`src/design/assert_macros.svh`:
```
// assertion helpers shared by the design files
`ifndef ASSERT_MACROS_SVH
`define ASSERT_MACROS_SVH

// checked property, switched off while reset is held
`define ASSERT_CHK(lbl, clk, rst_n, prop, msg) \
    lbl: assert property (@(posedge clk) disable iff (!rst_n) prop) else $error(msg);

// checked property that also holds through reset
`define ASSERT_ALWAYS(lbl, clk, prop, msg) \
    lbl: assert property (@(posedge clk) prop) else $error(msg);

`endif

```
`src/design/arp_rsp_pkg.sv`:
```
`default_nettype none
package arp_rsp_pkg;

    // frame byte counter
    localparam int CNT_W = 11;
    localparam logic [CNT_W-1:0] COUNT_SAT = 11'd2047;
    localparam logic [CNT_W-1:0] MAX_FRAME = 11'd1514;
    localparam logic [CNT_W-1:0] MIN_FRAME = 11'd42;

    // reply sequencer index
    typedef logic [5:0] t_rep_idx;
    localparam t_rep_idx REPLY_LAST = 6'd41;

    // register reset values
    localparam logic [47:0] LOCAL_MAC_RST = 48'h0200_0000_0002;
    localparam logic [31:0] LOCAL_IP_RST  = 32'h0A00_0002;

    // register decode on paddr[3]
    localparam logic REG_LOCAL_MAC = 1'b0;
    localparam logic REG_LOCAL_IP  = 1'b1;

    // arp opcode bytes: high byte, then request / reply low bytes
    localparam logic [7:0] OPER_HI      = 8'h00;
    localparam logic [7:0] OPER_REQUEST = 8'h01;
    localparam logic [7:0] OPER_REPLY   = 8'h02;

    typedef enum logic [1:0] {
        ST_REPLY       = 2'd0,
        ST_MALFORMED   = 2'd1,
        ST_NOT_REQUEST = 2'd2,
        ST_NOT_FOR_US  = 2'd3
    } t_status;

    // frame parser to transmit side
    typedef struct packed {
        logic        start;
        logic        stat_load;
        t_status     status;
        logic [47:0] peer_mac;
        logic [31:0] peer_ip;
    } t_tx_req;

    // transmit side to frame parser
    typedef struct packed {
        logic busy;
        logic can_take;
    } t_tx_sts;

    // ethertype plus fixed arp header, frame bytes 12 to 19
    function automatic logic [7:0] hdr_byte(input logic [2:0] i);
        logic [7:0] b;
        case (i)
            3'd0: b = 8'h08;
            3'd1: b = 8'h06;
            3'd2: b = 8'h00;
            3'd3: b = 8'h01;
            3'd4: b = 8'h08;
            3'd5: b = 8'h00;
            3'd6: b = 8'h06;
            3'd7: b = 8'h04;
            default: b = 8'h00;
        endcase
        return b;
    endfunction

    function automatic logic [7:0] mac_byte(input logic [47:0] mac, input logic [2:0] i);
        logic [7:0] b;
        case (i)
            3'd0: b = mac[47:40];
            3'd1: b = mac[39:32];
            3'd2: b = mac[31:24];
            3'd3: b = mac[23:16];
            3'd4: b = mac[15:8];
            3'd5: b = mac[7:0];
            default: b = 8'h00;
        endcase
        return b;
    endfunction

    function automatic logic [7:0] ip_byte(input logic [31:0] ip, input logic [1:0] i);
        logic [7:0] b;
        case (i)
            2'd0: b = ip[31:24];
            2'd1: b = ip[23:16];
            2'd2: b = ip[15:8];
            2'd3: b = ip[7:0];
            default: b = 8'h00;
        endcase
        return b;
    endfunction

    // byte k of the 42-byte reply frame
    function automatic logic [7:0] reply_byte(
        input t_rep_idx    k,
        input logic [47:0] peer_mac,
        input logic [31:0] peer_ip,
        input logic [47:0] own_mac,
        input logic [31:0] own_ip
    );
        logic [7:0] b;
        if (k < 6'd6) begin
            b = mac_byte(peer_mac, k[2:0]);
        end else if (k < 6'd12) begin
            b = mac_byte(own_mac, 3'(k - 6'd6));
        end else if (k < 6'd20) begin
            b = hdr_byte(3'(k - 6'd12));
        end else if (k == 6'd20) begin
            b = OPER_HI;
        end else if (k == 6'd21) begin
            b = OPER_REPLY;
        end else if (k < 6'd28) begin
            b = mac_byte(own_mac, 3'(k - 6'd22));
        end else if (k < 6'd32) begin
            b = ip_byte(own_ip, 2'(k - 6'd28));
        end else if (k < 6'd38) begin
            b = mac_byte(peer_mac, 3'(k - 6'd32));
        end else begin
            b = ip_byte(peer_ip, 2'(k - 6'd38));
        end
        return b;
    endfunction

endpackage
`default_nettype wire

```
`src/design/arp_rsp_rx_if.sv`:
```
`default_nettype none
// receive byte channel
interface arp_rsp_rx_if;
    logic       valid;
    logic       ready;
    logic [7:0] rx_byte;
    logic       rx_last;

    modport source (output valid, output rx_byte, output rx_last, input ready);
    modport sink   (input valid, input rx_byte, input rx_last, output ready);
endinterface
`default_nettype wire

```
`src/design/arp_rsp_tx_if.sv`:
```
`default_nettype none
// reply / status channel
interface arp_rsp_tx_if;
    logic       valid;
    logic       ready;
    logic [7:0] tx_byte;
    logic       has_data;
    logic       tx_last;
    logic [1:0] status;

    modport source (output valid, output tx_byte, output has_data, output tx_last,
                    output status, input ready);
    modport sink   (input valid, input tx_byte, input has_data, input tx_last,
                    input status, output ready);
endinterface
`default_nettype wire

```
`src/design/arp_rsp_tx.sv`:
```
`default_nettype none
`include "assert_macros.svh"
module arp_rsp_tx (
    input  logic                 i_clk,
    input  logic                 i_rst_n,
    input  arp_rsp_pkg::t_tx_req i_req,
    input  logic [47:0]          i_local_mac,
    input  logic [31:0]          i_local_ip,
    output arp_rsp_pkg::t_tx_sts o_sts,
    arp_rsp_tx_if.source         o_tx
);
    import arp_rsp_pkg::*;

    logic        r_active, n_active;
    t_rep_idx    r_idx, n_idx;
    logic        r_out_valid, n_out_valid;
    logic [47:0] r_peer_mac;
    logic [31:0] r_peer_ip;
    logic [7:0]  r_tx_byte;
    logic        r_has_data;
    logic        r_tx_last;
    t_status     r_status;

    logic w_free;
    logic w_load_reply;
    logic w_load_stat;

    // output register can take a new transaction
    assign w_free       = !r_out_valid || o_tx.ready;
    assign w_load_reply = r_active && w_free;
    assign w_load_stat  = i_req.stat_load;

    // sequencer and output valid next state
    always_comb begin
        n_active    = r_active;
        n_idx       = r_idx;
        n_out_valid = r_out_valid;
        if (w_load_reply) begin
            n_out_valid = 1'b1;
            if (r_idx == REPLY_LAST) begin
                n_active = 1'b0;
                n_idx    = '0;
            end else begin
                n_idx = r_idx + 6'd1;
            end
        end else if (w_load_stat) begin
            n_out_valid = 1'b1;
        end else if (w_free) begin
            n_out_valid = 1'b0;
        end
        if (i_req.start) begin
            n_active = 1'b1;
            n_idx    = '0;
        end
    end

    always_ff @(posedge i_clk) begin
        if (!i_rst_n) begin
            r_active    <= 1'b0;
            r_idx       <= '0;
            r_out_valid <= 1'b0;
        end else begin
            r_active    <= n_active;
            r_idx       <= n_idx;
            r_out_valid <= n_out_valid;
        end
    end

    // payload registers
    always_ff @(posedge i_clk) begin
        if (w_load_reply) begin
            r_tx_byte  <= reply_byte(r_idx, r_peer_mac, r_peer_ip, i_local_mac, i_local_ip);
            r_has_data <= 1'b1;
            r_tx_last  <= (r_idx == REPLY_LAST);
            r_status   <= ST_REPLY;
        end else if (w_load_stat) begin
            r_tx_byte  <= 8'h00;
            r_has_data <= 1'b0;
            r_tx_last  <= 1'b1;
            r_status   <= i_req.status;
        end
        if (i_req.start) begin
            r_peer_mac <= i_req.peer_mac;
            r_peer_ip  <= i_req.peer_ip;
        end
    end

    assign o_tx.valid    = r_out_valid;
    assign o_tx.tx_byte  = r_tx_byte;
    assign o_tx.has_data = r_has_data;
    assign o_tx.tx_last  = r_tx_last;
    assign o_tx.status   = r_status;

    assign o_sts.busy     = r_active;
    assign o_sts.can_take = !r_active && w_free;

    // checks
    `ASSERT_CHK(a_start_idle, i_clk, i_rst_n, i_req.start |-> !r_active && !i_req.stat_load, "reply started while busy")
    `ASSERT_CHK(a_stat_free, i_clk, i_rst_n, i_req.stat_load |-> w_free && !r_active, "status result would overwrite")
    `ASSERT_CHK(a_idx_range, i_clk, i_rst_n, r_active |-> r_idx <= REPLY_LAST, "reply index past end")
    `ASSERT_CHK(a_last_ends, i_clk, i_rst_n, (w_load_reply && r_idx == REPLY_LAST) |=> !r_active && r_tx_last, "reply did not end")
    `ASSERT_ALWAYS(a_rst_idle, i_clk, !i_rst_n |=> !r_active && !r_out_valid, "not idle after reset")

endmodule
`default_nettype wire

```
`src/design/arp_request_responder.sv`:
```
`default_nettype none
// ARP request responder
// i_rx carries a received Ethernet frame one byte per transaction, starting
// at the destination MAC, with rx_last on the final byte. o_tx carries the
// results: for a valid ARP request for local_ip, 42 reply bytes (has_data 1,
// status 0, tx_last on the 42nd); otherwise one status-only transaction with
// tx_last set and status 1 malformed/not ARP, 2 not a request, 3 not for us.
// Non-final bytes give no result and are taken every cycle.
// A status result is valid the cycle after its final byte is taken; a reply
// first starts the sequencer, then loads one byte per cycle while o_tx.ready.
// Throughput: one received byte per cycle while ready is high. The next frame
// streams in while a reply is sent; its final byte is held off (ready low) until
// the 42-byte reply sequencer is idle and the output register is free.
// A stalled receiver holds the output register and the reply sequencer.
// Reset (synchronous, active low) clears the frame state, drops any pending
// result and returns local_mac / local_ip to their defaults.
// Registers over APB: local_mac at 0x0, local_ip at 0x8, 64-bit data.
module arp_request_responder (
    input  logic        i_clk,
    input  logic        i_rst_n,
    arp_rsp_rx_if.sink  i_rx,
    arp_rsp_tx_if.source o_tx,
    input  logic        psel,
    input  logic        penable,
    input  logic        pwrite,
    input  logic [3:0]  paddr,
    input  logic [63:0] pwdata,
    output logic [63:0] prdata,
    output logic        pready
);
    import arp_rsp_pkg::*;

    logic [47:0]      r_local_mac;
    logic [31:0]      r_local_ip;
    logic [CNT_W-1:0] r_byte_count, n_byte_count;
    logic             r_header_bad, n_header_bad;
    logic             r_opcode_bad, n_opcode_bad;
    logic             r_target_bad, n_target_bad;
    logic [47:0]      r_sender_mac, n_sender_mac;
    logic [31:0]      r_sender_ip, n_sender_ip;

    logic             w_acc;
    logic             w_wr;
    logic [7:0]       w_b;
    logic [CNT_W-1:0] w_pos;
    logic [CNT_W-1:0] w_len;
    logic             w_tip_miss;
    t_status          w_status;
    t_tx_req          w_req;
    t_tx_sts          w_sts;

    // configuration port
    assign pready = 1'b1;
    assign w_wr   = psel && penable && pwrite;

    always_ff @(posedge i_clk) begin
        if (!i_rst_n) begin
            r_local_mac <= LOCAL_MAC_RST;
            r_local_ip  <= LOCAL_IP_RST;
        end else if (w_wr) begin
            if (paddr[3] == REG_LOCAL_MAC) begin
                r_local_mac <= pwdata[47:0];
            end else begin
                r_local_ip <= pwdata[31:0];
            end
        end
    end

    always_comb begin
        if (paddr[3] == REG_LOCAL_IP) begin
            prdata = {32'h0, r_local_ip};
        end else begin
            prdata = {16'h0, r_local_mac};
        end
    end

    // receive handshake: a final byte waits for the transmit side
    assign i_rx.ready = !i_rx.rx_last || w_sts.can_take;
    assign w_acc      = i_rx.valid && i_rx.ready;
    assign w_b        = i_rx.rx_byte;
    assign w_pos      = r_byte_count;

    // frame length including this byte, saturating
    assign w_len = (r_byte_count == COUNT_SAT) ? COUNT_SAT : r_byte_count + 11'd1;

    // target ip byte differs from local_ip
    assign w_tip_miss = (w_pos >= 11'd38) && (w_pos < 11'd42) &&
                        (w_b != ip_byte(r_local_ip, 2'(w_pos - 11'd38)));

    // verdict for the frame ending at this byte
    always_comb begin
        if (w_len < MIN_FRAME || w_len > MAX_FRAME || r_header_bad) begin
            w_status = ST_MALFORMED;
        end else if (r_opcode_bad) begin
            w_status = ST_NOT_REQUEST;
        end else if (r_target_bad || w_tip_miss) begin
            w_status = ST_NOT_FOR_US;
        end else begin
            w_status = ST_REPLY;
        end
    end

    // per-byte header checks and capture
    always_comb begin
        n_byte_count = r_byte_count;
        n_header_bad = r_header_bad;
        n_opcode_bad = r_opcode_bad;
        n_target_bad = r_target_bad;
        n_sender_mac = r_sender_mac;
        n_sender_ip  = r_sender_ip;
        if (w_acc) begin
            if (w_pos >= 11'd12 && w_pos < 11'd20) begin
                if (w_b != hdr_byte(3'(w_pos - 11'd12))) n_header_bad = 1'b1;
            end else if (w_pos == 11'd20) begin
                if (w_b != OPER_HI) n_opcode_bad = 1'b1;
            end else if (w_pos == 11'd21) begin
                if (w_b != OPER_REQUEST) n_opcode_bad = 1'b1;
            end else if (w_pos >= 11'd22 && w_pos < 11'd28) begin
                n_sender_mac = {r_sender_mac[39:0], w_b};
            end else if (w_pos >= 11'd28 && w_pos < 11'd32) begin
                n_sender_ip = {r_sender_ip[23:0], w_b};
            end else if (w_pos >= 11'd38 && w_pos < 11'd42) begin
                if (w_tip_miss) n_target_bad = 1'b1;
            end
            n_byte_count = w_len;
            if (i_rx.rx_last) begin
                n_byte_count = '0;
                n_header_bad = 1'b0;
                n_opcode_bad = 1'b0;
                n_target_bad = 1'b0;
                n_sender_mac = '0;
                n_sender_ip  = '0;
            end
        end
    end

    always_ff @(posedge i_clk) begin
        if (!i_rst_n) begin
            r_byte_count <= '0;
            r_header_bad <= 1'b0;
            r_opcode_bad <= 1'b0;
            r_target_bad <= 1'b0;
            r_sender_mac <= '0;
            r_sender_ip  <= '0;
        end else begin
            r_byte_count <= n_byte_count;
            r_header_bad <= n_header_bad;
            r_opcode_bad <= n_opcode_bad;
            r_target_bad <= n_target_bad;
            r_sender_mac <= n_sender_mac;
            r_sender_ip  <= n_sender_ip;
        end
    end

    // request to the transmit side
    always_comb begin
        w_req.start     = w_acc && i_rx.rx_last && (w_status == ST_REPLY);
        w_req.stat_load = w_acc && i_rx.rx_last && (w_status != ST_REPLY);
        w_req.status    = w_status;
        w_req.peer_mac  = r_sender_mac;
        w_req.peer_ip   = r_sender_ip;
    end

    arp_rsp_tx u_tx (
        .i_clk       (i_clk),
        .i_rst_n     (i_rst_n),
        .i_req       (w_req),
        .i_local_mac (r_local_mac),
        .i_local_ip  (r_local_ip),
        .o_sts       (w_sts),
        .o_tx        (o_tx)
    );

    // checks
    `ASSERT_CHK(a_last_clears, i_clk, i_rst_n, (w_acc && i_rx.rx_last) |=> r_byte_count == '0 && !r_header_bad, "frame state not cleared")
    `ASSERT_CHK(a_last_blocked, i_clk, i_rst_n, (i_rx.valid && i_rx.rx_last && w_sts.busy) |-> !i_rx.ready, "final byte taken during reply")
    `ASSERT_CHK(a_count_moves, i_clk, i_rst_n, (w_acc && !i_rx.rx_last && r_byte_count != COUNT_SAT) |=> r_byte_count == $past(r_byte_count) + 11'd1, "byte count did not advance")

endmodule
`default_nettype wire
```
`src/flat_wrapper.sv`:
```
// flat-port wrapper written by rule: the top's interface ports become plain ports
module arp_request_responder_flat import arp_rsp_pkg::*;
  (i_clk, i_rst_n, psel, penable, pwrite, paddr, pwdata, prdata, pready, i_rx_valid, i_rx_rx_byte, i_rx_rx_last, i_rx_ready, o_tx_valid, o_tx_tx_byte, o_tx_has_data, o_tx_tx_last, o_tx_status, o_tx_ready);
  arp_rsp_rx_if i_rx_i ();
  arp_rsp_tx_if o_tx_i ();
  input  logic i_clk;
  input  logic i_rst_n;
  input  logic psel;
  input  logic penable;
  input  logic pwrite;
  input  logic [3:0] paddr;
  input  logic [63:0] pwdata;
  output logic [63:0] prdata;
  output logic pready;
  input wire logic [$bits(i_rx_i.valid)-1:0] i_rx_valid;
  input wire logic [$bits(i_rx_i.rx_byte)-1:0] i_rx_rx_byte;
  input wire logic [$bits(i_rx_i.rx_last)-1:0] i_rx_rx_last;
  output wire logic [$bits(i_rx_i.ready)-1:0] i_rx_ready;
  output wire logic [$bits(o_tx_i.valid)-1:0] o_tx_valid;
  output wire logic [$bits(o_tx_i.tx_byte)-1:0] o_tx_tx_byte;
  output wire logic [$bits(o_tx_i.has_data)-1:0] o_tx_has_data;
  output wire logic [$bits(o_tx_i.tx_last)-1:0] o_tx_tx_last;
  output wire logic [$bits(o_tx_i.status)-1:0] o_tx_status;
  input wire logic [$bits(o_tx_i.ready)-1:0] o_tx_ready;
  assign i_rx_i.valid = i_rx_valid;
  assign i_rx_i.rx_byte = i_rx_rx_byte;
  assign i_rx_i.rx_last = i_rx_rx_last;
  assign i_rx_ready = i_rx_i.ready;
  assign o_tx_valid = o_tx_i.valid;
  assign o_tx_tx_byte = o_tx_i.tx_byte;
  assign o_tx_has_data = o_tx_i.has_data;
  assign o_tx_tx_last = o_tx_i.tx_last;
  assign o_tx_status = o_tx_i.status;
  assign o_tx_i.ready = o_tx_ready;
  arp_request_responder u_core (.i_clk(i_clk), .i_rst_n(i_rst_n), .i_rx(i_rx_i), .o_tx(o_tx_i), .psel(psel), .penable(penable), .pwrite(pwrite), .paddr(paddr), .pwdata(pwdata), .prdata(prdata), .pready(pready));
endmodule
```
`config.mk`:
```
export PLATFORM = sky130hd
export DESIGN_NAME = arp_request_responder_flat
export DESIGN_NICKNAME = d
export VERILOG_FILES = /design/src/design/arp_rsp_pkg.sv /design/src/design/arp_rsp_rx_if.sv /design/src/design/arp_rsp_tx_if.sv /design/src/design/arp_rsp_tx.sv /design/src/design/arp_request_responder.sv /design/src/flat_wrapper.sv
export VERILOG_INCLUDE_DIRS = /design/src /design/src/design
export SDC_FILE = /design/constraint.sdc
export NUM_CORES = 1
export LEC_CHECK = 0
export BUFFER_PORTS_ARGS = -buffer_cell sky130_fd_sc_hd__buf_4
export CAP_MARGIN = 40
export CORE_MARGIN = 1.5
export CORE_UTILIZATION = 35
export DETAILED_ROUTE_END_ITERATION = 10
export PLACE_DENSITY = 0.52
export SYNTH_ARGS = -nofsm -noshare
export SYNTH_HDL_FRONTEND = slang
export SYNTH_SLANG_ARGS = --single-unit
```
`constraint.sdc`:
```
create_clock -name i_clk -period 11.3 [get_ports i_clk]
set_clock_uncertainty 0.15 [all_clocks]
set_input_delay 0.565 -clock i_clk [delete_from_list [all_inputs] [get_ports i_clk]]
set_output_delay 0.565 -clock i_clk [all_outputs]
set_load 0.1 [all_outputs]
```
==> reports/summary.txt, run 1 <==
outcome: completed
Netlist cell types: 67
Fin. Hold Viols: 0
first-pass GRT wire length: 60,150 µm
Synth Warn #: 0
most used cell, CP: ha_1
pin count of the biggest net entering global routing: 78
crit-path max cell delay: 620 ps
largest driver fanout on the critical path: 60
Iter 0 DRT Violations: 902
clk slew on worst S/H paths: 60 ps
Port Buffer Count: 126
GR Overflow Total: 0
Root Buffer Master: clkbuf_16
Slew HR: 45.90%
top-count cell post-synth: nand2_1
setup violators final: 0
DRC viols: 0
Worst Hold Depth: 3
H-tree depth: 1
die area: 38,050 µm²
Post-synth EDFFs: 89
VDD IR max: 0.0001525 V
fin nets: 1,576
Synth-to-Final Area Change: 17.80%
Final period util: 39.56%
flop2flop setup slack: 6830 ps
ys async rst share: 0%
top_reg_cell synth: dfxtp_1
Antenna Cells: 0
Core Area: 36,430 µm²
average cell area after synthesis: 9.112 µm²
# fillers: 3,647
total number of vias: 10,690
RSZ-0062 raised after global routing: false
Post-Synthesis Cell Area: 12,910 µm²
PwrDens: 144.7 nW/µm²
post-synth top area share: 28.68%
clock sink count: 274
crit path DAT: 4560 ps
startpoint types: flop
Clock Path Buffers: 3
Reg2Reg Depth: 11
DP Worst Slack: 6907 ps
Worst path slowest cell: dfxtp_1
dpl hpwl: 25,960 µm
Slew @ Worst Pin: 811.5 ps
sequential power share: 46.8%
Psw: 546.0 µW
setup repair bufs after CTS: 0
Stages on worst setup path: 11
Final Max Slew Viols: 0
I/O Pins: 163
Num CTS Buffers: 30
Skew-Pair Late Insertion Delay: 570 ps
Die W: 195.1 µm
Final ANT Viol Nets: 0
Worst Path Class, Setup: reg2reg
sequential fraction of the synthesis area: 49.38%
WP buf/inv: 2
setup TNS: 0 ps
total power: 2202 µW
DRT Pass-1 Iters: 7
share of layout cells above drive strength 1: 16.62%
Critical Path RT: 11,390 ps
Clk pwr share: 45.0%
Die Span Y: 195.1 µm
ranking of synthesized cells by area: dfxtp_1, edfxtp_1, a21oi_1, nand2_1, mux2_2
Routed wire per std cell: 19.57 µm
vias in the first global route: 10,240
Initial Util: 35.44%
hold_buf cts: 0
antenna violations before repair: 0
WHS: 73.88 ps
Max Cap Viol: 0
leakage power: 0.005410 µW
crit-path cells: ha_1 -> ha_1 -> or2_2 -> a32oi_1 -> nand3_1 -> o2111ai_1 -> o211ai_2 -> or3_4 -> nor3_2 -> buf_4 -> buf_16
Int Pwr: 1655 µW
FF+latch count, synth: 274
Top delay family on crit path: simple AND/OR/NAND/NOR gates
top cells by count, synth: nand2_1, a21oi_1, dfxtp_1
Total GRT Usage: 19.92%
cell count after synthesis: 1,417
Period minus WS final: 4470 ps
FMAX: 223.7 MHz
Routed WL: 38,480 µm
Yosys top cell by area: dfxtp_1
worst setup slack after layout: 6830 ps
combinational group share of total power: 8.2%
CTS tree: yes
Resized Gates After CTS: 0
via density per instance: 5.437
sw frac: 24.80%
gpl congestion: 0.8645
worst hold path type: in2reg
crit path capture type: flop
row cnt: 70
## state kept, by name (all words and copies together), names as in the netlist
name                       count
u_core.r_byte_count           11
u_core.r_header_bad            1
u_core.r_local_ip             32
u_core.r_local_mac            48
u_core.r_opcode_bad            1
u_core.r_sender_ip            32
u_core.r_sender_mac           48
u_core.r_target_bad            1
u_core.u_tx.o_tx.has_data      1
u_core.u_tx.o_tx.status        2
u_core.u_tx.o_tx.tx_byte       8
u_core.u_tx.o_tx.tx_last       1
u_core.u_tx.o_tx.valid         1
u_core.u_tx.r_active           1
u_core.u_tx.r_idx              6
u_core.u_tx.r_peer_ip         32
u_core.u_tx.r_peer_mac        48
## layout by cell type (no fill, tap or decap), types with 7 or more instances in the layout
cell | netlist | final
a221oi_1 | 7 | 7
and2_1 | 7 | 7
o21ai_0 | 44 | 44
a31oi_1 | 9 | 9
buf_4 | 21 | 137
conb_1 | 2 | 17
xnor2_1 | 15 | 15
dfxtp_1 | 185 | 185
nand3_1 | 12 | 12
a211oi_1 | 9 | 9
a22oi_1 | 14 | 14
and3_1 | 11 | 11
edfxtp_1 | 89 | 89
ha_1 | 17 | 17
nor3b_1 | 27 | 27
mux2_2 | 34 | 34
mux2i_1 | 23 | 23
a21oi_1 | 203 | 203
nor3_1 | 14 | 13
nor2b_1 | 29 | 29
nand2_1 | 252 | 252
clkbuf_16 | 0 | 30
a222oi_1 | 36 | 36
nand3b_1 | 42 | 42
clkinv_2 | 0 | 9
nand4_1 | 7 | 7
nor2_1 | 80 | 77
inv_1 | 24 | 23
## logic make-up after synthesis
kind of cell               synth area share [%]
xor gates and xnor gates                  1.221
other                                   0.05816
buffers and inverters                     5.436
muxes                                     4.748
DFF                                       49.38
AOI/OAI and AO/OA                         18.42
and+or+nand+nor                           19.09
adders and majority gates                 1.647
## path summary, 6_finish.rpt
kind                          startpoint                    endpoint
setup / recovery  u_core.r_byte_count[1]  u_core.u_tx.r_peer_mac[44]
hold / removal                 pwdata[1]       u_core.r_local_mac[1]
setup reg to reg  u_core.r_byte_count[1]  u_core.u_tx.r_peer_mac[44]
hold reg to reg   u_core.r_sender_ip[30]   u_core.u_tx.r_peer_ip[30]
## cell type report
type | instances | area [µm²] | share of cell area [%]
Tap cell | 468 | 585.6 | 3.850
Timing Repair Buffer | 145 | 1229 | 8.078
Clock buffer | 38 | 830.8 | 5.462
Clock inverter | 17 | 171.4 | 1.127
Multi-Input combinational cell | 1000 | 5926 | 38.96
Inverter | 24 | 92.59 | 0.6087
Sequential cell | 274 | 6376 | 41.92
## metrics by stage
stage,cell area [µm²],util [%],cells
after CTS,15210,41.75,1966
final,15210,41.75,1966
after global routing,15210,41.75,1966
after global placement,14010,38.45,1903
after detailed placement,14210,39.00,1911
after floorplan,12970,-,1432
## tightest hold or removal path: cells and delay by family
family	cells	cell delay [ps]
buf+inv	1	90
simple gates	2	100
## layer usage
layer	up-vias	global-route usage (%)	share of wire, %
met3	57	2.729	6.3
met5	-	0	0
met2	358	31.47	44
met4	0	5.800	2.6
li1	5169	-	-
met1	5106	28.35	47
## power groups by stage
stage / registers, µW / clock network [µW] / logic (µW)
floorplan: 1060 / 0 / 122
detailed placement: 1050 / 0 / 181
CTS: 1030 / 1020 / 182
global route: 1030 / 1060 / 191
finish: 1030 / 990 / 181
global placement: 1050 / 0 / 175
(Power assumes the default switching activity.)
==> run 2, diff against run 1 <==
--- a/config.mk
+++ b/config.mk
@@ -6,6 +6,7 @@
 export SDC_FILE = /design/constraint.sdc
 export NUM_CORES = 1
 export LEC_CHECK = 0
+export ABC_AREA = 1
 export BUFFER_PORTS_ARGS = -buffer_cell sky130_fd_sc_hd__buf_4
 export CAP_MARGIN = 40
 export CORE_MARGIN = 1.5
==> constraint.sdc (replaced) <==
create_clock -name i_clk -period 4.39 [get_ports i_clk]
set_clock_uncertainty 0.15 [all_clocks]
set_input_delay 0.2195 -clock i_clk [delete_from_list [all_inputs] [get_ports i_clk]]
set_output_delay 0.2195 -clock i_clk [all_outputs]
set_load 0.1 [all_outputs]
==> reports/summary.txt, run 2 <==
HP Start: i_rx_rx_byte[6]
setup violators final: 0 (unchanged)
crit-path max cell delay: 590 ps (-30 ps)
I/O Pins: 163 (unchanged)
DRC viols: 0 (unchanged)
Routed WL: 39,870 µm (+3.6%)
Critical Path RT: 4480 ps (-6910 ps)
post-synth top area share: 28.71% (about the same)
Reg2Reg Capture Point: u_core.u_tx.r_peer_mac[29]
largest driver fanout on the critical path: 57 (-5.0%)
average cell area after synthesis: 7.692 µm² (-16%)
WHS: 32.08 ps (-41.80 ps)
Post-Synthesis Cell Area: 12,900 µm² (about the same)
Worst path slowest cell: ha_1
gpl congestion: 0.8923 (+3.2%)
top-count cell post-synth: nand2_1
R2R Path Start: u_core.r_byte_count[0]
Clock Path Buffers: 3 (unchanged)
Final Max Slew Viols: 0 (unchanged)
Skew-Pair Late Insertion Delay: 570 ps (about the same)
top_reg_cell synth: dfxtp_1
sequential fraction of the synthesis area: 49.43% (about the same)
Worst Hold Depth: 5 (+2)
share of layout cells above drive strength 1: 12.08% (-4.5 points)
Resized Gates After CTS: 0 (unchanged)
Slew @ Worst Pin: 758.7 ps (-52.73 ps)
Fin. Hold Viols: 0 (unchanged)
Worst Path Class, Setup: reg2reg
die area: 38,020 µm² (about the same)
Netlist cell types: 45 (-33%)
commonest non-fill, non-tap cell in the layout: nand2_1
CTS tree: yes
vias in the first global route: 11,190 (+9.3%)
Yosys top cell by area: dfxtp_1
fin nets: 1,932 (+23%)
clock sink count: 274 (unchanged)
Synth Warn #: 0 (unchanged)
FMAX: 291.3 MHz (+30%)
via density per instance: 5.067 (-6.8%)
PwrDens: 372.2 nW/µm² (+160%)
crit-path cells: inv_1 -> ha_1 -> inv_2 -> or2_1 -> nand3_1 -> nand2_1 -> inv_1 -> nand2_1 -> nor2_1 -> nand2_1 -> nand2_1 -> nand3_1 -> inv_1 -> nand3_2 -> inv_2 -> buf_12
pin count of the biggest net entering global routing: 82 (+5.1%)
flop2flop setup slack: 960 ps (-5870 ps)
Iter 0 DRT Violations: 758 (-16%)
Antenna Cells: 0 (unchanged)
DRT Pass-1 Iters: 5 (-2)
multi-input logic area: 5508 µm² (-7.1%)
leakage power: 0.006167 µW (+14%)
ys async rst share: 0% (unchanged)
cell count after synthesis: 1,677 (+18%)
GR Overflow Total: 0 (unchanged)
row cnt: 70 (unchanged)
Root Buffer Master: clkbuf_16
Core Area: 36,430 µm² (unchanged)
startpoint types: flop
Max Cap Viol: 0 (unchanged)
first-pass GRT wire length: 62,620 µm (+4.1%)
outcome: completed
biggest regs: u_core.r_local_mac (48), u_core.r_sender_mac (48), u_core.u_tx.r_peer_mac (48)
Post-synth EDFFs: 89 (unchanged)
clk slew on worst S/H paths: 60 ps (about the same)
VDD IR max: 0.0002322 V (+52%)
Routed wire per std cell: 17.17 µm (-12%)
Port Buffer Count: 126 (unchanged)
total number of vias: 11,770 (+10%)
most used cell, CP: nand2_1
Reg2Reg Depth: 16 (+5)
dpl hpwl: 27,370 µm (+5.5%)
most frequent cells in the layout: nand2_1, a21oi_1, dfxtp_1
# fillers: 3,663 (+0.44%)
Slew HR: 49.42% (+3.5 points)
antenna violations before repair: 0 (unchanged)
Die W: 195.0 µm (about the same)
RSZ-0062 raised after global routing: false
Die Span Y: 195.0 µm (about the same)
top cells by count, synth: nand2_1, a21oi_1, dfxtp_1
crit path DAT: 3520 ps (-1040 ps)
Period minus WS final: 3433 ps (-1037 ps)
Final ANT Viol Nets: 0 (unchanged)
ranking of synthesized cells by area: dfxtp_1, edfxtp_1, nand2_1, a21oi_1, o21ai_0
Hold EP: u_core.r_sender_ip[6]
setup TNS: 0 ps (unchanged)
Initial Util: 35.41% (about the same)
Synth-to-Final Area Change: 22.89%
FF+latch count, synth: 274 (unchanged)
Total GRT Usage: 20.79% (+0.87 points)
Final period util: 78.19% (+39 points)
Num CTS Buffers: 29 (-3.3%)
H-tree depth: 1 (unchanged)
register area: 6376 µm² (unchanged)
worst hold path type: in2reg
crit path capture type: flop
-- run 2: logic make-up after synthesis --
group,share of synthesized area (%)
fa+ha+maj,1.649
buf+inv,8.332
compound gates,16.68
simple gates,23.31
other cells,0.05822
flops,49.43
xor+xnor,0.5432
-- run 2: power breakdown --
group          internal (µW)  total [µW]  switching (µW)
combinational            166         611             444
clock                   1550        2620            1060
sequential              2640        2670            30.6
-- run 2: stage by stage --
| step | power (µW) | area [µm²] | cells | worst slack [ps] | utilization [%] |
|---|---|---|---|---|---|
| 2_1_floorplan | 3136 | 12960 | 1692 | 136.3 | - |
| 3_3_place_gp | 3284 | 14080 | 2193 | 1012 | 38.64 |
| 3_5_place_dp | 3287 | 14130 | 2197 | 1006 | 38.78 |
| 4_1_cts | 5948 | 15850 | 2322 | 1007 | 43.51 |
| 5_1_grt | 6092 | 15850 | 2322 | 699.8 | 43.51 |
| 6_report | 5901 | 15850 | 2322 | 957.4 | 43.51 |
-- run 2: timing repair --
item | 4_1_cts | 5_1_grt
hold endpoints to repair | 107 | 0
hold buffers | 71 | 0
setup buffers | 0 | 0
-- run 2: worst max-delay path by stage --
stage                     depth (start not counted)                    from  slack (ps)                          to
after floorplan                                   8  u_core.u_tx.o_tx.valid         140    u_core.u_tx.r_peer_ip[0]
after global placement                           16  u_core.r_byte_count[0]        1010  u_core.u_tx.r_peer_mac[45]
after detailed placement                         16  u_core.r_byte_count[0]        1010  u_core.u_tx.r_peer_mac[45]
after CTS                                        16  u_core.r_byte_count[0]        1010  u_core.u_tx.r_peer_mac[44]
after global routing                             14  u_core.r_byte_count[0]         700  u_core.u_tx.r_peer_mac[36]
final                                            16  u_core.r_byte_count[0]         960  u_core.u_tx.r_peer_mac[29]
-- run 2: area by class of cell --
type	instances	share of cell area, %
Clock buffer	33	4.862
Clock inverter	21	1.531
Inverter	139	3.291
Multi-Input combinational cell	1169	34.74
Sequential cell	274	40.22
Tap cell	468	3.694
Timing Repair Buffer	218	11.66
-- run 2: metal layers --
layer  global-route usage, %  share of wire, %  vias to the layer above  wire (µm)
met5                       0                 0                        -          0
met4                   6.833               2.7                        0       1086
met3                   2.522               4.8                       51       1926
met2                   34.76                46                      337      18390
met1                   27.91                46                     5493      18460
li1                        -                 -                     5884          -
-- run 2: critical path: cells and delay by family (launching register included) --
family | cells | cell delay [ps]
adder cells (fa/ha/maj) | 1 | 590
flip-flops | 1 | 410
buffers and inverters | 6 | 930
AND/OR/NAND/NOR | 9 | 950
